### config.mk
export PLATFORM = sky130hd
export DESIGN_NAME = writer_preferred_rw_lock_arbiter_top
export DESIGN_NICKNAME = d
export VERILOG_FILES = /design/src/rtl/rwla_pkg.sv /design/src/rtl/rwla_ctrl.sv /design/src/rtl/rwla_datapath.sv /design/src/rtl/writer_preferred_rw_lock_arbiter_top.sv
export SDC_FILE = /design/constraint.sdc
export NUM_CORES = 1
export LEC_CHECK = 0
export ABC_AREA = 1
export BUFFER_PORTS_ARGS = -buffer_cell sky130_fd_sc_hd__buf_2
export CORE_ASPECT_RATIO = 0.75
export CORE_MARGIN = 3
export CORE_UTILIZATION = 40
export CTS_BUF_LIST = sky130_fd_sc_hd__clkbuf_2 sky130_fd_sc_hd__clkbuf_4 sky130_fd_sc_hd__clkbuf_8
export CTS_CLUSTER_DIAMETER = 40
export DETAILED_ROUTE_END_ITERATION = 8
export SKIP_CTS_REPAIR_TIMING = 1
export SLEW_MARGIN = 5
export SYNTH_ARGS = -nofsm -noshare
export SYNTH_HDL_FRONTEND = slang
export SYNTH_SLANG_ARGS = --single-unit
export TNS_END_PERCENT = 100
### constraint.sdc
create_clock -name clk -period 3.1 [get_ports clk]
set_clock_uncertainty 0.15 [all_clocks]
set_input_delay 0.62 -clock clk [delete_from_list [all_inputs] [get_ports clk]]
set_output_delay 0.62 -clock clk [all_outputs]
set_load 0.02 [all_outputs]
### src/rtl/rwla_pkg.sv
// shared types and codes for the reader-writer lock arbiter
package rwla_pkg;

  localparam int AGENT_W = 3;

  typedef enum logic [1:0] {
    FUNC_RD_START = 2'd0,
    FUNC_RD_DONE  = 2'd1,
    FUNC_WR_START = 2'd2,
    FUNC_WR_DONE  = 2'd3
  } func_t;

  typedef enum logic [2:0] {
    KIND_QUEUED   = 3'd0,
    KIND_READ     = 3'd1,
    KIND_WRITE    = 3'd2,
    KIND_RELEASED = 3'd3,
    KIND_ERROR    = 3'd4
  } kind_t;

  // controller to datapath
  typedef struct packed {
    logic capture;
    logic decide;
    logic wake;
  } cmd_t;

  // datapath to controller
  typedef struct packed {
    logic wake_pending;
    logic wake_more;
  } sts_t;

endpackage

### src/rtl/rwla_ctrl.sv
// sequencing state machine for the reader-writer lock arbiter
module rwla_ctrl (
  input  logic          clk,
  input  logic          rst,
  input  logic          in_tvalid,
  output logic          in_tready,
  output logic          out_tvalid,
  input  logic          out_tready,
  input  rwla_pkg::sts_t sts,
  output rwla_pkg::cmd_t cmd
);

  typedef enum logic [1:0] {
    ST_IDLE,
    ST_DECIDE,
    ST_SEND,
    ST_WAKE
  } state_t;

  state_t state;
  logic   pending;

  always_comb begin
    cmd.capture = (state == ST_IDLE) && in_tready && in_tvalid;
    cmd.decide  = (state == ST_DECIDE);
    cmd.wake    = (state == ST_WAKE);
  end

  always_ff @(posedge clk) begin
    if (rst) begin
      state      <= ST_IDLE;
      pending    <= 1'b0;
      in_tready  <= 1'b0;
      out_tvalid <= 1'b0;
    end else begin
      unique case (state)
        ST_IDLE: begin
          if (in_tready && in_tvalid) begin
            in_tready <= 1'b0;
            state     <= ST_DECIDE;
          end else begin
            in_tready <= 1'b1;
          end
        end
        ST_DECIDE: begin
          pending    <= sts.wake_pending;
          out_tvalid <= 1'b1;
          state      <= ST_SEND;
        end
        ST_SEND: begin
          if (out_tready) begin
            out_tvalid <= 1'b0;
            if (pending) begin
              state <= ST_WAKE;
            end else begin
              in_tready <= 1'b1;
              state     <= ST_IDLE;
            end
          end
        end
        ST_WAKE: begin
          pending    <= sts.wake_more;
          out_tvalid <= 1'b1;
          state      <= ST_SEND;
        end
        default: begin
          state <= ST_IDLE;
        end
      endcase
    end
  end

  // one request in flight: never taking input while a result is shown
  a_no_overlap: assert property (@(posedge clk) disable iff (rst)
    !(in_tready && out_tvalid))
    else $error("input ready while result pending");

  a_capture_decide: assert property (@(posedge clk) disable iff (rst)
    cmd.capture |=> (state == ST_DECIDE))
    else $error("capture not followed by decision");

  a_wake_shows: assert property (@(posedge clk) disable iff (rst)
    cmd.wake |=> out_tvalid)
    else $error("wake step produced no result");

endmodule

### src/rtl/rwla_datapath.sv
// lock state, request decision and result register
module rwla_datapath #(
  parameter int NUM_AGENTS = 8
) (
  input  logic                               clk,
  input  logic                               rst,
  input  rwla_pkg::cmd_t                     cmd,
  output rwla_pkg::sts_t                     sts,
  input  rwla_pkg::func_t                    in_func,
  input  logic [rwla_pkg::AGENT_W-1:0]       in_requester,
  output logic [rwla_pkg::AGENT_W-1:0]       out_agent,
  output rwla_pkg::kind_t                    out_kind,
  output logic                               out_last
);

  localparam int IDX_W = $clog2(NUM_AGENTS);
  localparam logic [NUM_AGENTS-1:0] ONE = {{(NUM_AGENTS-1){1'b0}}, 1'b1};

  // captured request
  rwla_pkg::func_t                req_func;
  logic [rwla_pkg::AGENT_W-1:0]   req_agent;

  // lock state
  logic [NUM_AGENTS-1:0]          rd_act, rd_act_next;
  logic [NUM_AGENTS-1:0]          rd_wait, rd_wait_next;
  logic [NUM_AGENTS-1:0]          wr_wait, wr_wait_next;
  logic                           wr_act, wr_act_next;
  logic [rwla_pkg::AGENT_W-1:0]   owner, owner_next;
  logic                           wake_rd, wake_rd_next;

  logic [rwla_pkg::AGENT_W-1:0]   out_agent_next;
  rwla_pkg::kind_t                out_kind_next;
  logic                           out_last_next;

  logic [NUM_AGENTS-1:0]          req_bit;
  logic                           out_of_range;
  logic                           busy;
  logic [NUM_AGENTS-1:0]          rd_left;
  logic [NUM_AGENTS-1:0]          src;
  logic [IDX_W-1:0]               low_idx;
  logic [NUM_AGENTS-1:0]          low_bit;
  logic                           pend;
  logic                           more;

  assign req_bit      = ONE << req_agent;
  assign out_of_range = int'(req_agent) >= NUM_AGENTS;
  assign busy         = (|((rd_act | rd_wait | wr_wait) & req_bit)) ||
                        (wr_act && (owner == req_agent));
  assign rd_left      = rd_act & ~req_bit;

  // lowest waiting agent of the chosen queue
  assign src = wake_rd ? rd_wait : wr_wait;
  always_comb begin
    low_idx = '0;
    for (int i = NUM_AGENTS - 1; i >= 0; i--) begin
      if (src[i]) begin
        low_idx = IDX_W'(i);
      end
    end
  end
  assign low_bit = ONE << low_idx;

  always_comb begin
    rd_act_next    = rd_act;
    rd_wait_next   = rd_wait;
    wr_wait_next   = wr_wait;
    wr_act_next    = wr_act;
    owner_next     = owner;
    wake_rd_next   = wake_rd;
    out_agent_next = req_agent;
    out_kind_next  = rwla_pkg::KIND_ERROR;
    pend           = 1'b0;
    more           = 1'b0;
    if (cmd.decide) begin
      if (!out_of_range) begin
        unique case (req_func)
          rwla_pkg::FUNC_RD_START: begin
            if (!busy) begin
              if (wr_act || (|wr_wait)) begin
                rd_wait_next  = rd_wait | req_bit;
                out_kind_next = rwla_pkg::KIND_QUEUED;
              end else begin
                rd_act_next   = rd_act | req_bit;
                out_kind_next = rwla_pkg::KIND_READ;
              end
            end
          end
          rwla_pkg::FUNC_RD_DONE: begin
            if (|(rd_act & req_bit)) begin
              rd_act_next   = rd_left;
              out_kind_next = rwla_pkg::KIND_RELEASED;
              wake_rd_next  = 1'b0;
              pend          = (rd_left == '0) && !wr_act && (|wr_wait);
            end
          end
          rwla_pkg::FUNC_WR_START: begin
            if (!busy) begin
              if (wr_act || (|rd_act)) begin
                wr_wait_next  = wr_wait | req_bit;
                out_kind_next = rwla_pkg::KIND_QUEUED;
              end else begin
                wr_act_next   = 1'b1;
                owner_next    = req_agent;
                out_kind_next = rwla_pkg::KIND_WRITE;
              end
            end
          end
          rwla_pkg::FUNC_WR_DONE: begin
            if (wr_act && (owner == req_agent)) begin
              wr_act_next   = 1'b0;
              out_kind_next = rwla_pkg::KIND_RELEASED;
              if (|wr_wait) begin
                wake_rd_next = 1'b0;
                pend         = 1'b1;
              end else begin
                wake_rd_next = 1'b1;
                pend         = |rd_wait;
              end
            end
          end
          default: begin
            out_kind_next = rwla_pkg::KIND_ERROR;
          end
        endcase
      end
    end else if (cmd.wake) begin
      out_agent_next = rwla_pkg::AGENT_W'(low_idx);
      if (wake_rd) begin
        rd_wait_next  = rd_wait & ~low_bit;
        rd_act_next   = rd_act | low_bit;
        out_kind_next = rwla_pkg::KIND_READ;
        more          = |(rd_wait & ~low_bit);
      end else begin
        wr_wait_next  = wr_wait & ~low_bit;
        wr_act_next   = 1'b1;
        owner_next    = rwla_pkg::AGENT_W'(low_idx);
        out_kind_next = rwla_pkg::KIND_WRITE;
      end
    end
    out_last_next = cmd.decide ? !pend : !more;
  end

  always_comb begin
    sts.wake_pending = pend;
    sts.wake_more    = more;
  end

  always_ff @(posedge clk) begin
    if (rst) begin
      rd_act  <= '0;
      rd_wait <= '0;
      wr_wait <= '0;
      wr_act  <= 1'b0;
      owner   <= '0;
      wake_rd <= 1'b0;
    end else begin
      rd_act  <= rd_act_next;
      rd_wait <= rd_wait_next;
      wr_wait <= wr_wait_next;
      wr_act  <= wr_act_next;
      owner   <= owner_next;
      wake_rd <= wake_rd_next;
    end
  end

  always_ff @(posedge clk) begin
    if (cmd.capture) begin
      req_func  <= in_func;
      req_agent <= in_requester;
    end
    if (cmd.decide || cmd.wake) begin
      out_agent <= out_agent_next;
      out_kind  <= out_kind_next;
      out_last  <= out_last_next;
    end
  end

  a_excl: assert property (@(posedge clk) disable iff (rst)
    !(wr_act && (|rd_act)))
    else $error("writer and readers active together");

  a_rd_disjoint: assert property (@(posedge clk) disable iff (rst)
    ((rd_act & rd_wait) == '0) && ((rd_wait & wr_wait) == '0))
    else $error("agent both held and queued");

  a_wr_disjoint: assert property (@(posedge clk) disable iff (rst)
    (rd_act & wr_wait) == '0)
    else $error("active reader also queued for write");

endmodule

### src/rtl/writer_preferred_rw_lock_arbiter_top.sv
// top level of the writer-preferred reader-writer lock arbiter
//
//  channel   dir  signals                                  contents
//  s_axis    in   tvalid tready tdata[7:0] tuser[1:0]      request: requester in tdata, func in tuser
//  m_axis    out  tvalid tready tdata[7:0] tuser[2:0] tlast result: agent in tdata, kind in tuser
//
// each request is accepted, then decided; each result is shown in turn, and
// every result after the first is preceded by its own wake-up step. a request
// gives at most eight results (writer release waking every queued reader, one
// priority-encoder step per reader).
// one request is in flight at a time; s_axis_tready is low until its last
// result has been taken. a stalled m_axis holds the result and the sequence.
// rst is synchronous, active high, and clears all lock and queue state.
module writer_preferred_rw_lock_arbiter_top #(
  parameter int NUM_AGENTS = 8
) (
  input  logic       clk,
  input  logic       rst,
  input  logic       s_axis_tvalid,
  output logic       s_axis_tready,
  input  logic [7:0] s_axis_tdata,   // [2:0] requester, [7:3] zero
  input  logic [1:0] s_axis_tuser,   // [1:0] func
  output logic       m_axis_tvalid,
  input  logic       m_axis_tready,
  output logic [7:0] m_axis_tdata,   // [2:0] agent, [7:3] zero
  output logic [2:0] m_axis_tuser,   // [2:0] kind
  output logic       m_axis_tlast
);

  rwla_pkg::cmd_t                 cmd;
  rwla_pkg::sts_t                 sts;
  logic [rwla_pkg::AGENT_W-1:0]   res_agent;
  rwla_pkg::kind_t                res_kind;
  rwla_pkg::func_t                req_func;

  // unpack the request
  assign req_func = rwla_pkg::func_t'(s_axis_tuser);

  // sequencing: accept, decide, show each result, step through wake-ups
  rwla_ctrl u_ctrl (
    .clk        (clk),
    .rst        (rst),
    .in_tvalid  (s_axis_tvalid),
    .in_tready  (s_axis_tready),
    .out_tvalid (m_axis_tvalid),
    .out_tready (m_axis_tready),
    .sts        (sts),
    .cmd        (cmd)
  );

  // lock and queue masks, grant decision, result register
  rwla_datapath #(
    .NUM_AGENTS (NUM_AGENTS)
  ) u_datapath (
    .clk          (clk),
    .rst          (rst),
    .cmd          (cmd),
    .sts          (sts),
    .in_func      (req_func),
    .in_requester (s_axis_tdata[2:0]),
    .out_agent    (res_agent),
    .out_kind     (res_kind),
    .out_last     (m_axis_tlast)
  );

  // pack the result, agent zero filled to a whole byte, kind on tuser
  assign m_axis_tdata = {5'b00000, res_agent};
  assign m_axis_tuser = res_kind;

endmodule
Word level (Yosys, flattened, before mapping)

Index checks and enable logic that the tools add are counted.

Register bits after elaboration: 46
Output and inout bits: 14
Bits of input ports: 14
Logic and storage cells: 171

Shift-type cells: 2
Equality and inequality tests: 27
Multiplexer cells: 77
Bitwise operators: 13
Reductions and logical operators: 37

Operator list:

| kind                                                                    | number |
|---|---|
| 8-bit 2-to-1 mux                                                        | 19 |
| 3-bit 2-to-1 mux                                                        | 22 |
| 8-bit OR                                                                | 6 |
| 8-bit OR reduction                                                      | 6 |
| 8-bit AND                                                               | 5 |
| 3-bit inequality test, second input constant                            | 8 |
| 1-bit 2-to-1 mux                                                        | 22 |
| 2-bit inequality test, second input constant                            | 9 |
| 8-bit inverter                                                          | 2 |
| 8-bit case mux with 2 select lines                                      | 1 |
| 1-bit by 3-bit left shift with 8-bit output, first input constant       | 2 |
| 5-bit AND reduction                                                     | 3 |
| 1-bit case mux with 2 select lines                                      | 6 |
| 3-bit case mux with 4 select lines                                      | 1 |
| 6-bit AND reduction                                                     | 2 |
| 2-bit 2-to-1 mux                                                        | 5 |
| 2-bit nonzero test                                                      | 5 |
| 2-bit == test, second input constant                                    | 4 |
| 8-bit zero test                                                         | 1 |
| 1-bit logical AND                                                       | 6 |
| 2-bit by 1-bit inequality test with 1-bit output, second input constant | 3 |
| 2-bit case mux with 3 select lines                                      | 1 |
| 2-bit by 1-bit == test with 1-bit output, second input constant         | 2 |
| 2-bit zero test                                                         | 2 |
| other kinds (7)                                                         | 13 |

Depth between registers and ports, before layout

Gate-level depths: netlist of run 1.

Word-level depth: 18
Gate-level depth with buffers: 20
Depth with buffers taken out: 19

Cells and area by module

Synthesis of run 1 repeated with hierarchy kept, for this count alone.

Cell total of the unflattened synthesis: 472
Area, all modules: 3010.4 µm²

Modules (own cells, without submodules):

| module                               | seq. area each (µm²) | area an instance (µm²) | cells an instance | instances |
|---|---|---|---|---|
| rwla_datapath                        | 940.9                | 2726.4                 | 429               | 1 |
| rwla_ctrl                            | 100.1                | 242.7                  | 37                | 1 |
| writer_preferred_rw_lock_arbiter_top | 0.0                  | 41.3                   | 6                 | 1 |

Least setup slack after synthesis of run 1

Ideal clock, no wire load.

Path type: register to register
From: register u_datapath.wake_rd
To: register u_datapath.out_last, data pin
Stages on the path, launching flop included: 16
Slack: 1.108 ns
Required time: 2.695 ns
Data arrival time: 1.587 ns
Cell sequence: dfxtp_1 buf_6 buf_6 o21ai_2 nand2_1 clkinv_1 nand2_1 nor2_4 inv_2 nand4_1 nand2_1 nand2_1 nor2_1 nand2_1 nand2_1 and2_1

Cells in the longest elaborated chain, start to end: 18

Ends and longest elaborated chain:

| what                                        | line                 | RTL |
|---|---|---|
| start: declaration                          | rwla_datapath.sv:29  | `logic wake_rd, wake_rd_next;` |
| start signal: assignment                    | rwla_datapath.sv:162 | `wake_rd <= wake_rd_next;` |
| 8-bit 2-to-1 mux                            | rwla_datapath.sv:52  | `assign src = wake_rd ? rd_wait : wr_wait;` |
| 3-bit 2-to-1 mux (8 in a row)               | rwla_datapath.sv:56  | `if (src[i]) begin` |
| 1-bit by 3-bit left shift with 8-bit output | rwla_datapath.sv:61  | `assign low_bit = ONE << low_idx;` |
| 8-bit inverter                              | rwla_datapath.sv:132 | `more = \|(rd_wait & ~low_bit);` |
| 8-bit AND                                   | rwla_datapath.sv:132 |  |
| 8-bit OR reduction                          | rwla_datapath.sv:132 |  |
| 1-bit 2-to-1 mux *                          | rwla_datapath.sv:128 | `if (wake_rd) begin` |
| 1-bit 2-to-1 mux *                          | rwla_datapath.sv:126 | `end else if (cmd.wake) begin` |
| 1-bit 2-to-1 mux *                          | rwla_datapath.sv:74  | `if (cmd.decide) begin` |
| 1-bit zero test *                           | rwla_datapath.sv:140 | `out_last_next = cmd.decide ? !pend : !more;` |
| 1-bit 2-to-1 mux *                          | rwla_datapath.sv:140 |  |
| via u_datapath.out_last_next                | rwla_datapath.sv:33  | `logic out_last_next;` |
| end signal: assignment                      | rwla_datapath.sv:174 | `out_last <= out_last_next;` |
| end: declaration                            | rwla_datapath.sv:13  | `output logic out_last` |

The timed path passes the listed nets; every way through them passes the cells marked *.
A chain may end at the register's enable or synchronous reset.

Worst setup path after layout of run 1

Same ends and word-level chain as after synthesis.

==> results.md, run 1 <==
* Clock Sink Count at 46
* FF-to-FF End: u_datapath.out_last$_DFFE_PN_
* First-pass GRT wire length at 13.9 mm
* Post-route cell area at 3230 sq um
* Post-DRT Antenna Nets at 0
* Area of the multi-input gates at 1640 sq um
* Layout Cells excl Fill at 550
* Flop2flop setup slack at 0.42 ns
* Pin count of the biggest net entering global routing at 26
* Cell taking the most area after synthesis: dfxtp_1
* Pwr Density at 418 nW/um^2
* Status: completed
* Clock root buffer: clkbuf_8
* Max IR drop VDD at 0.000197 V
* Final setup vio count at 0
* TritonCTS clock tree: yes
* Setup TNS at 0 ns
* DP Wirelength at 6.72 mm
* Drt wl/cell at 16.0 um
* Rel. slew slack at 0.566
* Part of the Yosys area used for sequential elements at 0.350
* RSZ-0062 raised after global routing: false
* Critical R2R Launch: u_datapath.wake_rd$_SDFFE_PP0P_
* Area of the die at 8510 sq um
* Core area at 6990 sq um
* I/O pin count at 28
* Port buffer count at 17
* Period utilization at 0.866
* Area grow syn2layout at 8.67%
* Placer's final routability congestion estimate at 0.958
* Via count at 3022
* Synth top area share at 0.229
* Num CTS Buffers at 5
* Initial DRC count at 329
* Nets at 465
* Gr ovfl total at 0
* Synth top area cells: dfxtp_1 23%, nand2_1 14%, edfxtp_1 12%
* Hold Vio Cnt, Final at 0
* Ant diodes at 0
* Placed cells at 542
* Min cycle time layout at 2.68 ns
* Critical path fanouts, max at 14
* Critical Path RT at 3.02 ns
* CP endpoint kind: flip-flop
* Clk_lat worst skew at 0.30 ns
* WP data arrival at 2.60 ns
* Tightest Pin Transition at 0.646 ns
* DR vias/cell at 5.49
* Initial Utilization at 0.425
* Most common cell after layout, fill and taps aside: nand2_1
* DRT Wirelength at 8.82 mm
* Placed Area at 3110 sq um
* Worst Setup Path Type: reg2reg
* Layout fillers at 723
* Worst r2r path cells at 14
* Yosys Warn Count at 0
* Synthesized area per cell at 6.80 sq um
* Mapped cell area at 2970 sq um
* Synthesized flop and latch total at 46
* Clk slew on worst S/H paths at 0.09 ns
* Register Area at 1040 sq um
* Hold path cells at 1
* Hold path start: s_axis_tdata[2]
* Max-cap violations at 0
* Hold endpoint: u_datapath.req_agent[2]$_DFFE_PP_
* Leak at 1.43 nW
* Pre-antenna DRT Iters at 5
* Synth unique cells at 41
* DRC errors left at 0
* Share of layout cells above drive strength 1 at 0.155
* Die W at 106 um
* Mapped Cells at 437
* GRT Total Usage at 0.212
* CTS max path bufs at 2
* Startpoint Class: flip-flop
* FP Rows at 26
* Initial antenna violation count at 0
* Die H at 80.6 um
* Fmax at 373 MHz
* Vias in the first global route at 2578
* Hold Crit Class: in2reg
* Slew Limit Fails at 0
* Most frequent cells in the layout: 110 x nand2_1, 44 x nor2_1, 42 x inv_1
* H-tree depth at 2
[cell usage after synthesis, drive strengths merged]
library cell	count
o22ai	8
nor2	49
nand2	117
a221oi	1
nand3b	1
a211oi	2
clkbuf	5
a22oi	1
o211ai	7
nand3	22
xor2	1
o21ai	47
inv	52
edfxtp	12
a31oi	5
nor3	11
or2	1
buf	12
o221ai	1
clkinv	2
nand4	10
and2	2
dfxtp	34
nor4	3
o31ai	2
a21oi	28
conb	1
[area by class of cell]
class,count,area share
clock buffer,7,0.0279
inverter,54,0.0628
sequential,46,0.322
multi-input combinational,324,0.506
clock inverter,1,0.00930
timing repair buffer,20,0.0333
tap,98,0.0380
[critical path: stages (launching register included)]
cell	delay, ns
dfxtp_1	0.67
nand2_1	0.10
o21ai_1	0.19
nand2_1	0.11
clkinv_1	0.08
nand2_1	0.09
nor2_4	0.23
inv_2	0.11
nand4_1	0.21
nand2_1	0.10
nand2_1	0.08
nor2_1	0.05
nand2_1	0.05
nand2_1	0.06
and2_1	0.16
[worst max path at each step]
stage,start,endpoint,cells after the start
global route,u_datapath.wake_rd$_SDFFE_PP0P_,u_ctrl.pending$_SDFFE_PP0N_,15
CTS,u_datapath.wake_rd$_SDFFE_PP0P_,u_datapath.out_last$_DFFE_PN_,14
detailed placement,u_datapath.wake_rd$_SDFFE_PP0P_,u_datapath.out_last$_DFFE_PN_,14
floorplan,u_datapath.wake_rd$_SDFFE_PP0P_,u_datapath.out_last$_DFFE_PN_,15
global placement,u_datapath.wake_rd$_SDFFE_PP0P_,u_datapath.out_last$_DFFE_PN_,14
finish,u_datapath.wake_rd$_SDFFE_PP0P_,u_datapath.out_last$_DFFE_PN_,14
[logic make-up (layout without fill, tap and decap cells)]
| logic type | after synthesis | after routing | synth area share |
|---|---|---|---|
| simple gates | 216 | 216 | 0.339 |
| compound gates | 102 | 102 | 0.202 |
| buf+inv | 71 | 82 | 0.104 |
| flops | 46 | 46 | 0.350 |
| other cells | 1 | 5 | 0.00126 |
| xor+xnor | 1 | 1 | 0.00295 |
[power breakdown]
part | switching, mW | internal [mW] | total [mW]
clock | 0.213 | 0.272 | 0.485
sequential | 0.0236 | 0.635 | 0.659
combinational | 0.145 | 0.0614 | 0.206
total | 0.382 | 0.969 | 1.35
[per-layer routing]
| layer | track usage | vias to the layer above | wire length, um | part of all wire |
|---|---|---|---|---|
| li1 | - | 1482 | - | - |
| met1 | 0.343 | 1376 | 4410 | 0.50 |
| met2 | 0.274 | 154 | 3370 | 0.38 |
| met3 | 0.0434 | 10 | 947 | 0.11 |
| met4 | 0.0517 | 0 | 100 | 0.011 |
| met5 | 0 | - | 0 | 0 |
[per-stage QoR]
| step | util | setup slack (ns) | hold slack [ns] | power [mW] |
|---|---|---|---|---|
| 6_report | 0.462 | 0.416 | 0.332 | 1.35 |
| 5_1_grt | 0.462 | 0.174 | 0.325 | 1.41 |
| 4_1_cts | 0.462 | 0.482 | 0.330 | 1.36 |
| 3_5_place_dp | 0.445 | 0.491 | 0.329 | 0.874 |
| 3_3_place_gp | 0.445 | 0.457 | 0.330 | 0.873 |
| 2_1_floorplan | - | 1.11 | 0.322 | 0.822 |
No activity file was read; power rests on OpenSTA's default activity.
==> run 2, diff against run 1 <==
CTS_BUF_LIST = not set   (was sky130_fd_sc_hd__clkbuf_2 sky130_fd_sc_hd__clkbuf_4 sky130_fd_sc_hd__clkbuf_8)
==> run 2 against run 1 <==
- critical path depth stayed put
- non-clock buffer count stayed put
- cell area is 0.12% lower
- fmax is 0.35% lower
- worst setup slack worse by 0.0093 ns
- sequential share of layout area hardly changed
- final cell count stayed put
- global-route usage stayed put
- clock-buffer cell count stayed put
- sequential power hardly changed
- die area stayed put
- flip-flop and latch count stayed put
- critical path type unchanged
- highest routed layer unchanged
==> results.md, run 2 (synthesized netlist as in run 1, its figures left out) <==
* Fmax at 371 MHz
* Die H at 80.6 um
* Status: completed
* DP Worst Slack at 0.491 ns
* Placed Area at 3110 sq um
* First-pass GRT wire length at 13.9 mm
* Ant diodes at 0
* Min cycle time layout at 2.69 ns
* Clk pwr share at 0.355
* Hold Crit Class: in2reg
* Most used cell, CP: nand2_1
* RSZ-0062 raised after global routing: false
* Max-cap violations at 0
* Num CTS Buffers at 5
* Rel. slew slack at 0.569
* I/O pin count at 28
* CP max stage delay at 0.66 ns
* Initial antenna violation count at 0
* Pre-antenna DRT Iters at 6
* Clock Sink Count at 46
* Register Area at 1040 sq um
* Post-DRT Antenna Nets at 0
* GRT Total Usage at 0.212
* CP bufs+invs at 2
* DR vias/cell at 5.52
* Crit-path slowest cell: dfxtp_1
* Nets at 465
* H-tree depth at 2
* Gr ovfl total at 0
* Pwr Density at 416 nW/um^2
* DRC errors left at 0
* Max IR drop VDD at 0.000198 V
* Reg power frac at 0.491
* Startpoint Class: flip-flop
* Pin count of the biggest net entering global routing at 26
* Total power at 1.34 mW
* Hold_ws at 0.331 ns
* Hold Vio Cnt, Final at 0
* WP data arrival at 2.61 ns
* Initial Utilization at 0.425
* FP Rows at 26
* Clk slew on worst S/H paths at 0.09 ns
* Initial DRC count at 301
* Tightest Pin Transition at 0.642 ns
* Area grow syn2layout at 8.55%
* Slack of the critical path at 0.407 ns
* Drt wl/cell at 16.0 um
* Layout fillers at 725
* Critical path fanouts, max at 14
* CP endpoint kind: flip-flop
* Worst Setup Path Type: reg2reg
* Critical path cell sequence: nand2_1 > o21ai_1 > nand2_1 > clkinv_1 > nand2_1 > nor2_4 > inv_2 > nand4_1 > nand2_1 > nand2_1 > nor2_1 > nand2_1 > nand2_1 > and2_1
* Slew Limit Fails at 0
* Critical Path RT at 3.01 ns
* DRT Wirelength at 8.80 mm
* Crit path max-delay family: simple AND/OR/NAND/NOR gates
* DP Wirelength at 6.72 mm
* Port buffer count at 17
* Most common cell after layout, fill and taps aside: nand2_1
* Clk_lat worst skew at 0.30 ns
* Final setup vio count at 0
* Area of the multi-input gates at 1640 sq um
* Leak at 1.43 nW
* Area of the die at 8510 sq um
* Share of layout cells above drive strength 1 at 0.153
* Vias in the first global route at 2578
* Setup TNS at 0 ns
* Switching pwr at 0.381 mW
* CTS max path bufs at 2
* Most frequent cells in the layout: 110 x nand2_1, 44 x nor2_1, 42 x inv_1
* TritonCTS clock tree: yes
* Die W at 106 um
* Core area at 6990 sq um
* Placer's final routability congestion estimate at 0.958
* Clock root buffer: clkbuf_8
* Via count at 3034
* Post-route cell area at 3230 sq um
* Switching Fraction at 0.284
* Logic pwr share at 0.154
* Period utilization at 0.869
* Internal power at 0.960 mW
[run 2: cell counts in the layout (fill, tap and decap cells not counted)]
Identical to the previous run, type by type.
[run 2: final cells by class]
type	instances	area share
Multi-Input combinational cell	324	0.507
Sequential cell	46	0.323
Inverter	54	0.0628
Tap cell	98	0.0380
Timing Repair Buffer	20	0.0334
Clock buffer	7	0.0268
Clock inverter	1	0.00931
[run 2: per-layer routing]
| metal | vias up | routed length, um | global-route usage |
|---|---|---|---|
| met5 | - | 0 | 0 |
| met4 | 0 | 102 | 0.0517 |
| met3 | 10 | 955 | 0.0434 |
| met2 | 156 | 3350 | 0.274 |
| met1 | 1384 | 4400 | 0.343 |
| li1 | 1484 | - | - |
[run 2: metrics by stage]
stage	cells	utilization
after floorplan	441	-
after detailed placement	542	0.445
final	550	0.461
after global placement	542	0.445
after global routing	550	0.461
after CTS	550	0.461
[run 2: final timing paths]
| path | start | end | slack (ns) | cells after the start |
|---|---|---|---|---|
| setup / recovery | u_datapath.wake_rd$_SDFFE_PP0P_ | u_datapath.out_last$_DFFE_PN_ | 0.41 | 14 |
| hold / removal | s_axis_tdata[2] | u_datapath.req_agent[2]$_DFFE_PP_ | 0.33 | 1 |
| setup reg to reg | u_datapath.wake_rd$_SDFFE_PP0P_ | u_datapath.out_last$_DFFE_PN_ | 0.41 | 14 |
| hold reg to reg | u_ctrl.out_tvalid$_SDFFE_PP0P_ | u_ctrl.out_tvalid$_SDFFE_PP0P_ | 0.35 | 2 |
[run 2: power groups by stage]
| stage | combinational [mW] | sequential (mW) | clock (mW) |
|---|---|---|---|
| after detailed placement | 0.202 | 0.672 | 0 |
| after floorplan | 0.158 | 0.665 | 0 |
| final | 0.206 | 0.659 | 0.476 |
| after global placement | 0.201 | 0.672 | 0 |
| after global routing | 0.229 | 0.661 | 0.509 |
| after CTS | 0.202 | 0.658 | 0.486 |
[run 2: worst reg2reg max path, delay by kind of cell (launching register included)]
kind	cells	cell delay (ns)
AOI/OAI and AO/OA	1	0.19
DFF	1	0.66
and+or+nand+nor	11	1.25
buffers and inverters	2	0.19
